--- src/hw/rtl/midc_pkg.sv ---
// Shared constants, codes and types of the midpoint circle rasterizer.
`timescale 1ns / 1ps
`default_nettype none

package midc_pkg;

	// Coordinate widths; everything else follows from the centre and radius width.
	localparam int COORD_WIDTH = 10;
	localparam int POS_WIDTH   = COORD_WIDTH + 1;
	localparam int DEC_WIDTH   = COORD_WIDTH + 4;
	localparam int PIX_WIDTH   = COORD_WIDTH + 2;

	// Step queue between the front and the back end.
	localparam int QUEUE_DEPTH = 2;
	localparam int QPTR_WIDTH  = (QUEUE_DEPTH > 1) ? $clog2(QUEUE_DEPTH) : 1;
	localparam int QCNT_WIDTH  = $clog2(QUEUE_DEPTH + 1);

	// Request codes.
	typedef enum logic {
		REQ_START = 1'b0,
		REQ_STEP  = 1'b1
	} req_t;

	// Octants in plotting order, as offsets from the centre.
	typedef enum logic [2:0] {
		OCT_XY   = 3'd0,
		OCT_NXY  = 3'd1,
		OCT_NXNY = 3'd2,
		OCT_XNY  = 3'd3,
		OCT_NYX  = 3'd4,
		OCT_NYNX = 3'd5,
		OCT_YNX  = 3'd6,
		OCT_YX   = 3'd7
	} octant_t;

	// One step's worth of work for the back end.
	typedef struct packed {
		logic [COORD_WIDTH-1:0] center_x;
		logic [COORD_WIDTH-1:0] center_y;
		logic [POS_WIDTH-1:0]   pos_x;
		logic [POS_WIDTH-1:0]   pos_y;
		logic                   done;
	} job_t;

	// Queue status seen by both ends.
	typedef struct packed {
		logic full;
		logic not_empty;
	} q_status_t;

endpackage

`default_nettype wire

--- src/hw/rtl/midc_front.sv ---
// Front end: accepts items, keeps the circle state and queues one job per step while a circle runs.
`timescale 1ns / 1ps
`default_nettype none

module midc_front (
	input  wire logic                               clk,
	input  wire logic                               arst_n,
	input  wire logic                               in_valid,
	output logic                                    in_stall,
	input  wire logic                               req_type,
	input  wire logic [midc_pkg::COORD_WIDTH-1:0]   center_x,
	input  wire logic [midc_pkg::COORD_WIDTH-1:0]   center_y,
	input  wire logic [midc_pkg::COORD_WIDTH-1:0]   radius,
	input  wire midc_pkg::q_status_t                q_status,
	output logic                                    push,
	output midc_pkg::job_t                          push_job
);

	logic [midc_pkg::POS_WIDTH-1:0]          cur_x_q;
	logic [midc_pkg::POS_WIDTH-1:0]          cur_y_q;
	logic signed [midc_pkg::DEC_WIDTH-1:0]   decision_q;
	logic [midc_pkg::COORD_WIDTH-1:0]        held_cx_q;
	logic [midc_pkg::COORD_WIDTH-1:0]        held_cy_q;
	logic                                    running_q;

	logic                                    accept;
	logic                                    is_step;
	logic [midc_pkg::POS_WIDTH-1:0]          nx;
	logic signed [midc_pkg::POS_WIDTH:0]     ny_s;
	logic signed [midc_pkg::POS_WIDTH:0]     diff_s;
	logic signed [midc_pkg::DEC_WIDTH-1:0]   np;
	logic [midc_pkg::DEC_WIDTH-1:0]          start_dec;
	logic                                    done;

	// An item waits only while the queue has no room.
	assign in_stall = q_status.full;
	assign accept   = in_valid && !in_stall;
	assign is_step  = (req_type == midc_pkg::REQ_STEP);
	assign push     = accept && is_step && running_q;

	// Next position and decision value, using the updated x and y.
	always_comb begin
		nx     = cur_x_q + midc_pkg::POS_WIDTH'(1);
		ny_s   = $signed({1'b0, cur_y_q});
		diff_s = '0;
		if (decision_q <= 0) begin
			np = decision_q + $signed({{(midc_pkg::DEC_WIDTH - midc_pkg::POS_WIDTH - 1){1'b0}},
				nx, 1'b1});
		end else begin
			ny_s   = $signed({1'b0, cur_y_q}) - $signed((midc_pkg::POS_WIDTH + 1)'(1));
			diff_s = $signed({1'b0, nx}) - ny_s;
			np     = decision_q + $signed({{(midc_pkg::DEC_WIDTH - midc_pkg::POS_WIDTH - 2){
				diff_s[midc_pkg::POS_WIDTH]}}, diff_s, 1'b1});
		end
		done      = $signed({1'b0, nx}) > ny_s;
		start_dec = midc_pkg::DEC_WIDTH'(1)
			- {{(midc_pkg::DEC_WIDTH - midc_pkg::COORD_WIDTH){1'b0}}, radius};
	end

	// The job carries the point set of the current position.
	always_comb begin
		push_job.center_x = held_cx_q;
		push_job.center_y = held_cy_q;
		push_job.pos_x    = cur_x_q;
		push_job.pos_y    = cur_y_q;
		push_job.done     = done;
	end

	// Circle state: a start loads it, a step while running advances it.
	always_ff @(posedge clk or negedge arst_n) begin
		if (!arst_n) begin
			cur_x_q    <= '0;
			cur_y_q    <= '0;
			decision_q <= '0;
			held_cx_q  <= '0;
			held_cy_q  <= '0;
			running_q  <= 1'b0;
		end else if (accept && !is_step) begin
			cur_x_q    <= '0;
			cur_y_q    <= {1'b0, radius};
			decision_q <= $signed(start_dec);
			held_cx_q  <= center_x;
			held_cy_q  <= center_y;
			running_q  <= 1'b1;
		end else if (push) begin
			cur_x_q    <= nx;
			cur_y_q    <= ny_s[midc_pkg::POS_WIDTH-1:0];
			decision_q <= np;
			if (done) begin
				running_q <= 1'b0;
			end
		end
	end

endmodule

`default_nettype wire

--- src/hw/rtl/midc_queue.sv ---
// Short job queue that decouples the front end from the point generator.
`timescale 1ns / 1ps
`default_nettype none

module midc_queue (
	input  wire logic                 clk,
	input  wire logic                 arst_n,
	input  wire logic                 push,
	input  wire midc_pkg::job_t       push_job,
	input  wire logic                 pop,
	output midc_pkg::job_t            pop_job,
	output midc_pkg::q_status_t       q_status
);

	midc_pkg::job_t                   entry_q [midc_pkg::QUEUE_DEPTH];
	logic [midc_pkg::QPTR_WIDTH-1:0]  wr_ptr_q;
	logic [midc_pkg::QPTR_WIDTH-1:0]  rd_ptr_q;
	logic [midc_pkg::QCNT_WIDTH-1:0]  count_q;

	function automatic logic [midc_pkg::QPTR_WIDTH-1:0] next_ptr(
		input logic [midc_pkg::QPTR_WIDTH-1:0] ptr
	);
		if (ptr == midc_pkg::QPTR_WIDTH'(midc_pkg::QUEUE_DEPTH - 1)) begin
			return '0;
		end
		return ptr + midc_pkg::QPTR_WIDTH'(1);
	endfunction

	assign pop_job            = entry_q[rd_ptr_q];
	assign q_status.full      = (count_q == midc_pkg::QCNT_WIDTH'(midc_pkg::QUEUE_DEPTH));
	assign q_status.not_empty = (count_q != '0);

	// Entry storage; payload needs no reset.
	always_ff @(posedge clk) begin
		if (push) begin
			entry_q[wr_ptr_q] <= push_job;
		end
	end

	// Pointers and fill count.
	always_ff @(posedge clk or negedge arst_n) begin
		if (!arst_n) begin
			wr_ptr_q <= '0;
			rd_ptr_q <= '0;
			count_q  <= '0;
		end else begin
			if (push) begin
				wr_ptr_q <= next_ptr(wr_ptr_q);
			end
			if (pop) begin
				rd_ptr_q <= next_ptr(rd_ptr_q);
			end
			unique case ({push, pop})
				2'b10:   count_q <= count_q + midc_pkg::QCNT_WIDTH'(1);
				2'b01:   count_q <= count_q - midc_pkg::QCNT_WIDTH'(1);
				default: count_q <= count_q;
			endcase
		end
	end

endmodule

`default_nettype wire

--- src/hw/rtl/midc_back.sv ---
// Back end: expands each queued job into its eight octant points, one per cycle while out_stall is low.
`timescale 1ns / 1ps
`default_nettype none

module midc_back (
	input  wire logic                                 clk,
	input  wire logic                                 arst_n,
	input  wire midc_pkg::q_status_t                  q_status,
	input  wire midc_pkg::job_t                       pop_job,
	output logic                                      pop,
	output logic                                      out_valid,
	input  wire logic                                 out_stall,
	output logic signed [midc_pkg::PIX_WIDTH-1:0]     pixel_x,
	output logic signed [midc_pkg::PIX_WIDTH-1:0]     pixel_y,
	output logic [2:0]                                octant,
	output logic                                      last_of_step,
	output logic                                      circle_done
);

	midc_pkg::job_t                      job_q;
	logic                                job_valid_q;
	logic [2:0]                          cnt_q;
	logic                                out_valid_q;
	logic [midc_pkg::PIX_WIDTH-1:0]      pixel_x_q;
	logic [midc_pkg::PIX_WIDTH-1:0]      pixel_y_q;
	logic [2:0]                          octant_q;
	logic                                last_q;
	logic                                done_q;

	logic                                advance;
	logic                                emit;
	logic                                last;
	logic [midc_pkg::PIX_WIDTH-1:0]      cx;
	logic [midc_pkg::PIX_WIDTH-1:0]      cy;
	logic [midc_pkg::PIX_WIDTH-1:0]      ox;
	logic [midc_pkg::PIX_WIDTH-1:0]      oy;
	logic [midc_pkg::PIX_WIDTH-1:0]      px;
	logic [midc_pkg::PIX_WIDTH-1:0]      py;

	// The output register takes a new point whenever it is empty or being taken.
	assign advance = !out_valid_q || !out_stall;
	assign emit    = advance && job_valid_q;
	assign last    = (midc_pkg::octant_t'(cnt_q) == midc_pkg::OCT_YX);
	assign pop     = q_status.not_empty && (!job_valid_q || (emit && last));

	// Point of the current octant, wrapped to the pixel width.
	always_comb begin
		cx = {{(midc_pkg::PIX_WIDTH - midc_pkg::COORD_WIDTH){1'b0}}, job_q.center_x};
		cy = {{(midc_pkg::PIX_WIDTH - midc_pkg::COORD_WIDTH){1'b0}}, job_q.center_y};
		ox = {{(midc_pkg::PIX_WIDTH - midc_pkg::POS_WIDTH){1'b0}}, job_q.pos_x};
		oy = {{(midc_pkg::PIX_WIDTH - midc_pkg::POS_WIDTH){1'b0}}, job_q.pos_y};
		unique case (midc_pkg::octant_t'(cnt_q))
			midc_pkg::OCT_XY: begin
				px = cx + ox;
				py = cy + oy;
			end
			midc_pkg::OCT_NXY: begin
				px = cx - ox;
				py = cy + oy;
			end
			midc_pkg::OCT_NXNY: begin
				px = cx - ox;
				py = cy - oy;
			end
			midc_pkg::OCT_XNY: begin
				px = cx + ox;
				py = cy - oy;
			end
			midc_pkg::OCT_NYX: begin
				px = cx - oy;
				py = cy + ox;
			end
			midc_pkg::OCT_NYNX: begin
				px = cx - oy;
				py = cy - ox;
			end
			midc_pkg::OCT_YNX: begin
				px = cx + oy;
				py = cy - ox;
			end
			midc_pkg::OCT_YX: begin
				px = cx + oy;
				py = cy + ox;
			end
		endcase
	end

	// Job holding register and octant counter.
	always_ff @(posedge clk or negedge arst_n) begin
		if (!arst_n) begin
			job_valid_q <= 1'b0;
			cnt_q       <= '0;
			out_valid_q <= 1'b0;
		end else begin
			if (pop) begin
				job_valid_q <= 1'b1;
			end else if (emit && last) begin
				job_valid_q <= 1'b0;
			end
			if (emit) begin
				cnt_q <= cnt_q + 3'd1;
			end
			if (advance) begin
				out_valid_q <= job_valid_q;
			end
		end
	end

	// Payload registers.
	always_ff @(posedge clk) begin
		if (pop) begin
			job_q <= pop_job;
		end
		if (emit) begin
			pixel_x_q <= px;
			pixel_y_q <= py;
			octant_q  <= cnt_q;
			last_q    <= last;
			done_q    <= job_q.done;
		end
	end

	assign out_valid    = out_valid_q;
	assign pixel_x      = $signed(pixel_x_q);
	assign pixel_y      = $signed(pixel_y_q);
	assign octant       = octant_q;
	assign last_of_step = last_q;
	assign circle_done  = done_q;

endmodule

`default_nettype wire

--- src/hw/rtl/midpoint_circle_rasterizer.sv ---
// Top level of the midpoint circle rasterizer.
//
//   Channel | Direction | Handshake          | Payload
//   in      | input     | in_valid/in_stall  | req_type, center_x, center_y, radius
//   out     | output    | out_valid/out_stall| pixel_x, pixel_y, octant, last_of_step,
//           |           |                    | circle_done
//
// A start item gives no point. A step item gives eight points, one per cycle while
// out_stall is low; the point generator in the back end sets the sustained step
// rate. The front end takes a step or start as long as the two-entry job queue has
// room, and stalls only when it is full. The first point of a step passes through
// the job queue, the back end's job register and the output register. Reset is asynchronous
// and leaves the block idle with empty queue and output.
`timescale 1ns / 1ps
`default_nettype none

module midpoint_circle_rasterizer (
	input  wire logic                                 clk,
	input  wire logic                                 arst_n,
	input  wire logic                                 in_valid,
	output logic                                      in_stall,
	input  wire logic                                 req_type,
	input  wire logic [midc_pkg::COORD_WIDTH-1:0]     center_x,
	input  wire logic [midc_pkg::COORD_WIDTH-1:0]     center_y,
	input  wire logic [midc_pkg::COORD_WIDTH-1:0]     radius,
	output logic                                      out_valid,
	input  wire logic                                 out_stall,
	output logic signed [midc_pkg::PIX_WIDTH-1:0]     pixel_x,
	output logic signed [midc_pkg::PIX_WIDTH-1:0]     pixel_y,
	output logic [2:0]                                octant,
	output logic                                      last_of_step,
	output logic                                      circle_done
);

	midc_pkg::q_status_t q_status;
	midc_pkg::job_t      push_job;
	midc_pkg::job_t      pop_job;
	logic                push;
	logic                pop;

	// Request handling and circle state.
	midc_front u_front (
		.clk      (clk),
		.arst_n   (arst_n),
		.in_valid (in_valid),
		.in_stall (in_stall),
		.req_type (req_type),
		.center_x (center_x),
		.center_y (center_y),
		.radius   (radius),
		.q_status (q_status),
		.push     (push),
		.push_job (push_job)
	);

	// Jobs in flight between the two ends.
	midc_queue u_queue (
		.clk      (clk),
		.arst_n   (arst_n),
		.push     (push),
		.push_job (push_job),
		.pop      (pop),
		.pop_job  (pop_job),
		.q_status (q_status)
	);

	// Point generation and output register.
	midc_back u_back (
		.clk          (clk),
		.arst_n       (arst_n),
		.q_status     (q_status),
		.pop_job      (pop_job),
		.pop          (pop),
		.out_valid    (out_valid),
		.out_stall    (out_stall),
		.pixel_x      (pixel_x),
		.pixel_y      (pixel_y),
		.octant       (octant),
		.last_of_step (last_of_step),
		.circle_done  (circle_done)
	);

endmodule

`default_nettype wire

--- config.mk ---
export PLATFORM = sky130hd
export DESIGN_NAME = midpoint_circle_rasterizer
export DESIGN_NICKNAME = d
export VERILOG_FILES = /design/src/hw/rtl/midc_pkg.sv /design/src/hw/rtl/midc_front.sv /design/src/hw/rtl/midc_queue.sv /design/src/hw/rtl/midc_back.sv /design/src/hw/rtl/midpoint_circle_rasterizer.sv
export SDC_FILE = /design/constraint.sdc
export NUM_CORES = 1
export LEC_CHECK = 0
export ABC_AREA = 0
export BUFFER_PORTS_ARGS = -buffer_cell sky130_fd_sc_hd__buf_2
export CAP_MARGIN = 15
export CORE_MARGIN = 3
export CORE_UTILIZATION = 51
export DETAILED_ROUTE_END_ITERATION = 6
export GPL_ROUTABILITY_DRIVEN = 0
export PLACE_DENSITY = 0.71
export SYNTH_ARGS = -nofsm -noshare
export SYNTH_HDL_FRONTEND = slang
export SYNTH_SLANG_ARGS = --single-unit
--- constraint.sdc ---
create_clock -name clk -period 5.65 [get_ports clk]
set_input_delay 1.13 -clock clk [delete_from_list [all_inputs] [get_ports clk]]
set_output_delay 1.13 -clock clk [all_outputs]
set_load 0.02 [all_outputs]
==> key figures, run 1 <==
Critical path
  – CP endpoint kind: register
  – WP data required: 6.02 ns
  – Reg2Reg Depth: 20
  – R2r startpoint: u_front.cur_y_q[0]
  – Crit path DAT: 5.31 ns
  – CP Launch Type: register
  – Kind of critical path: reg2reg
  – R2R setup slack: 0.72 ns
  – Crit path from: u_front.cur_y_q[0]
  – Worst r2r dst: u_front.decision_q[13]
  – Worst-path fanout max: 6
  – Setup crit end: u_front.decision_q[13]

Detailed routing
  – 1st-iter DRT viols: 582
  – Vias per cell: 5.86
  – Drt drc: 0
  – Antenna-violating nets left: 0
  – Vias post-DR: 8381
  – Drt first pass iters: 5
  – WL per Instance: 18.9 um
  – Routed wire length: 27.0 mm

Global route
  – Pin count of the biggest net entering global routing: 67
  – Total grt overflow: 0
  – First-pass GRT wire length: 42.8 mm
  – GRT Overall Usage: 0.217
  – Vias in the first global route: 8217
  – Initial antenna violation count: 0

Timing
  – Final Hold Vio Count: 0
  – RSZ-0062 raised after global routing: false
  – Slew of the pin with the lowest slew margin: 1.10 ns
  – Period minus WS final: 4.93 ns
  – Skew final: 0.00935 ns
  – Setup TNS: 0 ns
  – Fin. max-slew vios: 0
  – Endpoints failing setup: 0
  – Final worst slack: 0.716 ns
  – Relative slew slack: 0.265
  – Max Freq: 203 MHz
  – Period utilization: 0.873

Clock network
  – Clk_lat worst skew: 0.51 ns
  – Clock Tree Root: clkbuf_16
  – Hold buffers post-CTS: 0
  – CTS sink cnt: 224
  – CTS tree: done
  – H-tree depth: 1
  – Post-cts resize count: 0
  – CTS Buffer Depth: 3
  – Clock buffer count from CTS: 24
  – Postcts setup bufs: 0
  – Clock slew at reported path FFs: 0.06 ns

Floorplan
  – Die area: 25000 sq um
  – Chip height: 158 um
  – Row cnt: 55
  – Initial core utilization: 0.521
  – Die W: 158 um
  – Core box area: 22700 sq um
  – I/O pins: 66

Place
  – Placed Cells: 1386
  – Worst slack at placement: 0.782 ns
  – PortBufs: 65
  – Cell area after placement: 12500 sq um
  – Post-DP HPWL: 19.0 mm

Cells and area
  – Final nets: 1231
  – Filler cells: 1874
  – Area occupied by multi-input gates: 5200 sq um
  – Share of layout cells above drive strength 1: 0.154
  – ANT cells: 0
  – Post-route cell area: 13400 sq um
  – Non-Filler Instances: 1430
  – Area grow syn2layout: 13.0%
  – Register area: 6400 sq um

Logic synthesis
  – EDFF count, synth: 158
  – Synth Area per Inst: 11.2 sq um
  – Post-synthesis cell type count: 61
  – Synth Flop Type: edfxtp_1
  – Cell Area, Synth: 11800 sq um
  – Yosys top cell by area: edfxtp_1
  – Share of flip-flops with an asynchronous set or reset: 0.295
  – List of most frequent post-synthesis cells: edfxtp_1, nand2_1, a21oi_1
  – Post-synth top area share: 0.401
  – Cell count after synthesis: 1057
  – Ys Warns: 0
  – Sequential area share after synthesis: 0.541
  – Mapped Nets: 1161
  – Ranking of synthesized cells by area: edfxtp_1, dfrtp_1, ha_1, nand2_1, mux2_2
  – Synth Register Bits: 224
  – Count leader, synth: edfxtp_1

Power and ir drop
  – Design Power: 8.59 mW
  – Pleak: 5.32 nW
  – IR drop worst, VDD: 0.407 mV
  – Pwr/cell area: 643 nW/um^2

Job
  – MaxCap Viol Count: 0

Worst hold path
  – Min-Delay Path Class: reg2reg

Outcome
  – Status: complete, no violations
## sequential cells by signal, summed over array words and instances, names as in the netlist, 2 cells and up
register	cells
u_queue.entry_q	86
u_back.job_q	23
u_front.decision_q	14
u_back.pixel_x	12
u_back.pixel_y	12
u_front.cur_x_q	11
u_front.cur_y_q	11
u_back.cx	10
u_back.cy	10
u_front.held_cx_q	10
u_front.held_cy_q	10
u_back.cnt_q	3
u_back.octant	3
u_queue.count_q	2
## cells by family after synthesis
logic type / synth area share
adders and majority gates: 0.0789
buffers and inverters: 0.0219
xor gates and xnor gates: 0.0644
muxes: 0.0426
and+or+nand+nor: 0.123
AOI/OAI and AO/OA: 0.129
DFF: 0.541
## final cells by class
cell class,instances,area share
flip-flops and latches,224,0.479
multi-input cells,764,0.389
clock buffers,36,0.0529
repair buffers,79,0.0322
well taps,285,0.0267
clock inverters,8,0.0110
inverters,34,0.00955
## worst min path at each step
| stage | from | endpoint | slack (ns) | cells past startpoint |
|---|---|---|---|---|
| after floorplan | u_back.job_q[0] | u_back.circle_done | 0.40 | 0 |
| after global placement | u_back.job_q[0] | u_back.circle_done | 0.41 | 0 |
| after detailed placement | u_back.job_q[0] | u_back.circle_done | 0.41 | 0 |
| after CTS | u_back.job_q[0] | u_back.circle_done | 0.42 | 0 |
| after global routing | u_back.job_q[0] | u_back.circle_done | 0.44 | 0 |
| final | u_back.job_q[0] | u_back.circle_done | 0.42 | 0 |
## report_power, final
| part | switching (mW) | leakage [nW] | total [mW] | internal (mW) |
|---|---|---|---|---|
| Sequential | 0.405 | 2.26 | 2.89 | 2.48 |
| Clock | 0.620 | 0.418 | 1.67 | 1.05 |
| Combinational | 2.34 | 2.63 | 4.04 | 1.70 |
| Total | 3.36 | 5.32 | 8.59 | 5.23 |
## critical path, cell delays in order, from the launching register on
cell and delay, ns:
dfrtp_1 0.43, inv_1 0.14, ha_1 0.24, nor3b_1 0.50, nor3b_1 0.36, xnor2_1 0.17
ha_1 0.30, nor2_1 0.14, a311oi_1 0.10, maj3_1 0.40, maj3_1 0.37, xnor2_1 0.14
a21oi_1 0.08, ha_1 0.37, a21o_1 0.18, nand2_1 0.05, o21ai_0 0.11, o21ai_0 0.24
a31oi_1 0.12, a311oi_1 0.31, a311oi_1 0.08
## metrics by stage
| step | utilization | hold WS, ns |
|---|---|---|
| 5_1_grt | 0.589 | 0.437 |
| 4_1_cts | 0.589 | 0.420 |
| 2_1_floorplan | - | 0.400 |
| 3_3_place_gp | 0.551 | 0.406 |
| 3_5_place_dp | 0.551 | 0.406 |
| 6_report | 0.589 | 0.419 |
## routing by layer
metal | vias up | global-route usage | share of wire
met3 | 54 | 0.0294 | 0.057
met5 | - | 0 | 0
li1 | 4017 | - | -
met4 | 0 | 0.0647 | 0.027
met1 | 4044 | 0.294 | 0.44
met2 | 266 | 0.369 | 0.48
## cell usage in the layout (no fill, tap or decap), types with 10 or more instances in the layout
cell type / netlist / final
a21o_1: 16 / 16
a21oi_1: 67 / 66
a22oi_1: 14 / 14
buf_2: 0 / 65
buf_4: 0 / 14
clkbuf_16: 0 / 25
dfrtp_1: 66 / 65
edfxtp_1: 158 / 158
ha_1: 65 / 65
inv_1: 33 / 33
mux2_2: 43 / 43
nand2_1: 139 / 139
nand3_1: 18 / 18
nor2_1: 63 / 60
nor3_1: 31 / 31
o211ai_1: 11 / 11
o21a_1: 10 / 10
o21ai_0: 61 / 61
or3_1: 17 / 17
xnor2_1: 54 / 54
xor2_1: 33 / 33
(Power assumes the default switching activity.)
==> run 2, diff against run 1 <==
--- a/config.mk
+++ b/config.mk
@@ -8,6 +8,7 @@
 export ABC_AREA = 0
 export BUFFER_PORTS_ARGS = -buffer_cell sky130_fd_sc_hd__buf_2
 export CAP_MARGIN = 15
+export CORE_ASPECT_RATIO = 0.6
 export CORE_MARGIN = 3
 export CORE_UTILIZATION = 51
 export DETAILED_ROUTE_END_ITERATION = 6
==> constraint.sdc (replaced) <==
create_clock -name clk -period 6.06 [get_ports clk]
set_input_delay 1.212 -clock clk [delete_from_list [all_inputs] [get_ports clk]]
set_output_delay 1.212 -clock clk [all_outputs]
set_load 0.02 [all_outputs]
==> key figures, run 2 (same netlist as run 1, synthesis figures left out) <==
Outcome
  – Status: complete, no violations

Detailed routing
  – WL per Instance: 19.6 um (+3.9%)
  – Routed wire length: 28.5 mm (+5.6%)
  – Drt drc: 0 (unchanged)
  – Antenna-violating nets left: 0 (unchanged)
  – Vias post-DR: 8531 (+1.8%)
  – 1st-iter DRT viols: 1076 (+85%)
  – Vias per cell: 5.87 (+0.18%)
  – Drt first pass iters: 7 (+2)

Critical path
  – Worst-path fanout max: 6 (unchanged)
  – WP data required: 6.45 ns (+0.43 ns)
  – R2r startpoint: u_front.cur_y_q[0]
  – CP endpoint kind: register
  – Reg2Reg Depth: 20 (unchanged)
  – Kind of critical path: reg2reg
  – Worst r2r dst: u_front.decision_q[13]
  – R2R setup slack: 0.98 ns (+0.27 ns)
  – Crit path DAT: 5.47 ns (+0.16 ns)
  – CP Launch Type: register

Cells and area
  – ANT cells: 0 (unchanged)
  – Biggest register: u_queue.entry_q
  – Commonest non-fill, non-tap cell in the layout: edfxtp_1
  – Share of layout cells above drive strength 1: 0.153 (-0.000873)
  – Commonest cells after routing, fill and taps aside: edfxtp_1, nand2_1, a21oi_1
  – Largest register FFs: 86 (unchanged)
  – Final nets: 1232 (+0.081%)
  – Area grow syn2layout: 12.7%
  – Largest registers: u_queue.entry_q: 86 flops, u_back.job_q: 23 flops, u_front.decision_q: 14 flops
  – Non-Filler Instances: 1453 (+1.6%)

Timing
  – Setup TNS: 0 ns (unchanged)
  – Endpoints failing setup: 0 (unchanged)
  – RSZ-0062 raised after global routing: false
  – Period utilization: 0.838 (-0.0354)
  – Hold_ws: 0.468 ns (+0.0492 ns)
  – Skew final: 0.0161 ns (+0.00680 ns)
  – Slew of the pin with the lowest slew margin: 1.09 ns (-0.0143 ns)
  – Fin. max-slew vios: 0 (unchanged)
  – Max Freq: 197 MHz (-2.8%)
  – Period minus WS final: 5.08 ns (+0.144 ns)
  – Relative slew slack: 0.275 (+0.00956)
  – Final Hold Vio Count: 0 (unchanged)

Clock network
  – H-tree depth: 1 (unchanged)
  – Clock buffer count from CTS: 23 (-4.2%)
  – Clock Tree Root: clkbuf_16
  – Clock slew at reported path FFs: 0.07 ns (about the same)
  – CTS sink cnt: 224 (unchanged)
  – CTS tree: done
  – Post-cts resize count: 0 (unchanged)
  – CTS Buffer Depth: 3 (unchanged)
  – Hold buffers post-CTS: 0 (unchanged)
  – Postcts setup bufs: 0 (unchanged)
  – Clk_lat worst skew: 0.52 ns (about the same)

Global route
  – Pin count of the biggest net entering global routing: 67 (unchanged)
  – Initial antenna violation count: 0 (unchanged)
  – First-pass GRT wire length: 44.2 mm (+3.1%)
  – Vias in the first global route: 7695 (-6.4%)
  – Total grt overflow: 0 (unchanged)
  – GRT Overall Usage: 0.226 (+0.00892)

Power and ir drop
  – Pwr/cell area: 603 nW/um^2 (-6.1%)
  – IR drop worst, VDD: 0.302 mV (-26%)
  – Design Power: 8.04 mW (-6.4%)
  – Pleak: 5.28 nW (-0.67%)

Floorplan
  – Die area: 25100 sq um (+0.24%)
  – Die W: 203 um (+28%)
  – I/O pins: 66 (unchanged)
  – Chip height: 124 um (-22%)
  – Row cnt: 42 (-24%)
  – Core box area: 22400 sq um (-1.4%)
  – Initial core utilization: 0.528 (+0.00751)

Worst hold path
  – Min-delay src: u_front.held_cx_q[8]
  – Min-Delay Path Class: reg2reg
  – Cells on Worst Hold Path: 0 (unchanged)
  – Hold endpoint: u_queue.entry_q[0][41]

Place
  – Post-DP HPWL: 20.0 mm (+5.6%)
  – PortBufs: 65 (unchanged)
  – Placed Cells: 1410 (+1.7%)

Job
  – MaxCap Viol Count: 0 (unchanged)
[run 2: power breakdown]
part	leakage, nW	switching (mW)	internal (mW)	total [mW]
logic	2.65	2.31	1.60	3.91
registers	2.26	0.394	2.32	2.71
clock network	0.370	0.615	0.810	1.43
total	5.28	3.32	4.73	8.04
[run 2: how the worst max path moves through the flow]
stage / end / slack (ns) / startpoint
6_report: u_front.decision_q[13] / 0.98 / u_front.cur_y_q[0]
5_1_grt: u_front.decision_q[13] / 0.63 / u_front.cur_x_q[0]
4_1_cts: u_front.decision_q[13] / 1.09 / u_front.cur_y_q[0]
3_5_place_dp: u_front.decision_q[13] / 1.10 / u_front.cur_x_q[0]
3_3_place_gp: u_front.decision_q[13] / 1.36 / u_front.cur_y_q[0]
2_1_floorplan: u_queue.count_q[1] / 1.54 / out_stall
[run 2: per-layer routing]
layer / vias up / global-route usage / routed length (um)
met5: - / 0 / 0
met2: 429 / 0.285 / 10600
met3: 43 / 0.0817 / 3400
met4: 0 / 0.0346 / 395
met1: 4033 / 0.369 / 14200
li1: 4026 / - / -
[run 2: layout make-up]
cell class              instances  area [sq um]
clock buffers                  27           601
flip-flops and latches        224          6400
inverters                      34           128
well taps                     308           385
clock inverters                15           160
fillers                      1873          9060
repair buffers                 81           460
multi-input cells             764          5200
[run 2: worst max-delay path: stages, from the launching register on]
cell	delay (ns)
dfrtp_1	0.43
inv_1	0.15
ha_1	0.21
nor3b_1	0.61
nor3b_1	0.37
xnor2_1	0.11
ha_1	0.35
nor2_1	0.07
a311oi_1	0.50
maj3_1	0.31
maj3_1	0.18
xnor2_1	0.11
a21oi_1	0.09
ha_1	0.37
a21o_1	0.19
nand2_1	0.05
o21ai_0	0.10
o21ai_0	0.27
a31oi_1	0.12
a311oi_1	0.27
a311oi_1	0.08
[run 2: stage by stage]
step	worst slack (ns)	cell area, sq um	utilization
CTS	1.09	13300	0.595
global route	0.632	13300	0.595
global placement	1.36	12500	0.561
detailed placement	1.10	12500	0.561
floorplan	1.54	11800	-
finish	0.982	13300	0.595
==> run 3, diff against run 2 <==
==> constraint.sdc (replaced) <==
create_clock -name clk -period 5.2 [get_ports clk]
set_input_delay 1.04 -clock clk [delete_from_list [all_inputs] [get_ports clk]]
set_output_delay 1.04 -clock clk [all_outputs]
set_load 0.02 [all_outputs]
==> key figures, run 3 (same netlist as run 1, synthesis figures left out) <==
Global route
  – Met2 GRT Util: 0.302 (+0.0169)
  – GRT met1 Usage: 0.370 (+0.000670)
  – GRT Overall Usage: 0.229 (+0.00264)
  – Initial antenna violation count: 0 (unchanged)
  – Total grt overflow: 0 (unchanged)
  – Vias in the first global route: 7874 (+2.3%)
  – GRT busiest layer: met1
  – Met3 Use GR: 0.0637 (-0.0180)
  – First-pass GRT wire length: 44.7 mm (+1.1%)
  – Pin count of the biggest net entering global routing: 67 (unchanged)

Place
  – PortBufs: 65 (unchanged)
  – Post-DP HPWL: 20.1 mm (+0.50%)
  – Placed Cells: 1414 (+0.28%)

Critical path
  – Worst r2r dst: u_front.decision_q[13]
  – Reg2Reg Depth: 18 (-10%)
  – Critical path cell sequence: or3_1, or3_1, xor2_1, ha_1, nor3_1, a311oi_1, maj3_1, maj3_1, xnor2_1, a21oi_1, ha_1, a21o_1, nand2_1, o21ai_0, o21ai_0, a31oi_1, a311oi_1, a311oi_1
  – R2r startpoint: u_front.cur_y_q[2]
  – CP endpoint kind: register
  – R2R setup slack: 0.30 ns (-0.69 ns)
  – Delay-heaviest family, CP: adder cells
  – CP max stage cell: or3_1
  – Crit path DAT: 5.27 ns (-0.20 ns)
  – Kind of critical path: reg2reg
  – WP data required: 5.57 ns (-0.88 ns)
  – CP Launch Type: register
  – Crit path buffers/inverters: 0 (-1)
  – Max stage delay on crit path: 0.47 ns (-0.14 ns)
  – Critical path's most frequent cell: a311oi_1
  – Worst-path fanout max: 7 (+1)

Timing
  – Endpoints failing setup: 0 (unchanged)
  – Skew final: 0.0230 ns (+0.00681 ns)
  – Fin. max-slew vios: 0 (unchanged)
  – Slew of the pin with the lowest slew margin: 1.12 ns (+0.0367 ns)
  – Max Freq: 204 MHz (+3.6%)
  – RSZ-0062 raised after global routing: false
  – Final Hold Vio Count: 0 (unchanged)
  – Period utilization: 0.943 (+0.105)
  – Setup TNS: 0 ns (unchanged)
  – Period minus WS final: 4.90 ns (-0.175 ns)
  – Relative slew slack: 0.250 (-0.0244)

Cells and area
  – Share of layout cells above drive strength 1: 0.154 (+0.00148)
  – Commonest cells after routing, fill and taps aside: edfxtp_1, nand2_1, a21oi_1
  – Non-Filler Instances: 1455 (+0.14%)
  – Utilization after layout: 0.596 (about the same)
  – Filler cells: 1852 (-1.1%)
  – Final nets: 1235 (+0.24%)
  – Largest register FFs: 86 (unchanged)
  – Commonest non-fill, non-tap cell in the layout: edfxtp_1
  – Area grow syn2layout: 12.8% (about the same)
  – Biggest register: u_queue.entry_q
  – ANT cells: 0 (unchanged)
  – Largest registers: u_queue.entry_q: 86 flops, u_back.job_q: 23 flops, u_front.decision_q: 14 flops

Clock network
  – Clock buffer count from CTS: 22 (-4.3%)
  – Clock Tree Root: clkbuf_16
  – CTS Buffer Depth: 3 (unchanged)
  – H-tree depth: 1 (unchanged)
  – CTS tree: done
  – Clk_lat worst skew: 0.52 ns (about the same)
  – Clock slew at reported path FFs: 0.07 ns (about the same)
  – CTS sink cnt: 224 (unchanged)
  – Postcts setup bufs: 0 (unchanged)

Worst hold path
  – Min-Delay Path Class: reg2reg
  – Hold endpoint: u_queue.entry_q[0][26]
  – Min-delay src: u_front.held_cy_q[3]
  – Cells on Worst Hold Path: 0 (unchanged)

Outcome
  – Failing checks: design-rule violations
  – Status: complete, but fails checks

Power and ir drop
  – Clk pwr share: 0.173 (-0.004)
  – Switching share of power: 0.411 (-0.00148)
  – Pleak: 5.28 nW (about the same)
  – IR drop worst, VDD: 0.403 mV (+33%)
  – Switching power: 3.86 mW (+16%)
  – Pwr/cell area: 704 nW/um^2 (+17%)
  – Reg power frac: 0.334 (-0.003)
  – Cell-internal power: 5.53 mW (+17%)
  – Combinational share of power: 0.493 (+0.007)

Detailed routing
  – Drt drc: 5 (+5)
  – Vias per cell: 5.87 (about the same)
  – Antenna-violating nets left: 0 (unchanged)
  – Drt first pass iters: 7 (unchanged)
  – Vias post-DR: 8538 (+0.082%)
  – WL per Instance: 19.6 um (about the same)
  – 1st-iter DRT viols: 995 (-7.5%)
  – Routed wire length: 28.6 mm (+0.21%)

Floorplan
  – Initial core utilization: 0.528 (unchanged)
  – Die W: 203 um (unchanged)
  – Row cnt: 42 (unchanged)
  – I/O pins: 66 (unchanged)
  – Die area: 25100 sq um (unchanged)
  – Chip height: 124 um (unchanged)
  – Core box area: 22400 sq um (unchanged)

Job
  – MaxCap Viol Count: 0 (unchanged)
[run 3: cell types whose count changed in the layout (fill, tap and decap cells not counted), sizes merged]
cell,delta
clkinvlp,+1
clkbuf,-1
buf,+4
bufinv,+1
inv,-1
clkinv,-2
[run 3: how the worst max path moves through the flow]
stage | from | to | slack [ns] | cells past startpoint
finish | u_front.cur_y_q[2] | u_front.decision_q[13] | 0.30 | 18
global route | u_front.cur_y_q[0] | u_front.decision_q[13] | 0.03 | 20
CTS | u_front.cur_y_q[0] | u_front.decision_q[13] | 0.21 | 20
detailed placement | u_front.cur_y_q[0] | u_front.decision_q[13] | 0.23 | 20
global placement | u_front.cur_y_q[0] | u_front.decision_q[13] | 0.50 | 20
floorplan | u_front.cur_y_q[2] | u_front.decision_q[13] | 0.85 | 19
[run 3: final cells by class]
cell class / instances / area (sq um) / share of cell area
sequential: 224 / 6400 / 0.480
multi-input combinational: 764 / 5210 / 0.390
clock buffer: 26 / 566 / 0.0424
timing repair buffer: 85 / 490 / 0.0368
tap: 308 / 385 / 0.0289
clock inverter: 14 / 166 / 0.0125
inverter: 34 / 128 / 0.00957
[run 3: stage by stage]
stage	instance area, sq um	setup WS [ns]	power, mW	hold WS [ns]
after floorplan	11800	0.847	6.34	0.400
after global placement	12600	0.502	7.54	0.451
after detailed placement	12600	0.227	7.66	0.436
after CTS	13300	0.210	9.32	0.469
after global routing	13300	0.0333	10.0	0.489
final	13300	0.297	9.40	0.469
[run 3: layer usage]
metal,routed length (um),vias up,part of all wire
li1,-,4031,-
met1,14000,4076,0.49
met2,11000,390,0.38
met3,3080,41,0.11
met4,523,0,0.018
met5,0,-,0
[run 3: what timing repair did]
action                                  in CTS  in global routing
gates resized for setup                      0                  3
hold buffers                                 0                  0
endpoints found under the setup margin       0                  1
[run 3: power groups by stage]
stage	clock network, mW	logic [mW]	registers, mW
6_report	1.63	4.63	3.14
5_1_grt	1.72	5.10	3.21
4_1_cts	1.65	4.54	3.13
3_5_place_dp	0	4.50	3.16
3_3_place_gp	0	4.39	3.14
2_1_floorplan	0	3.22	3.12
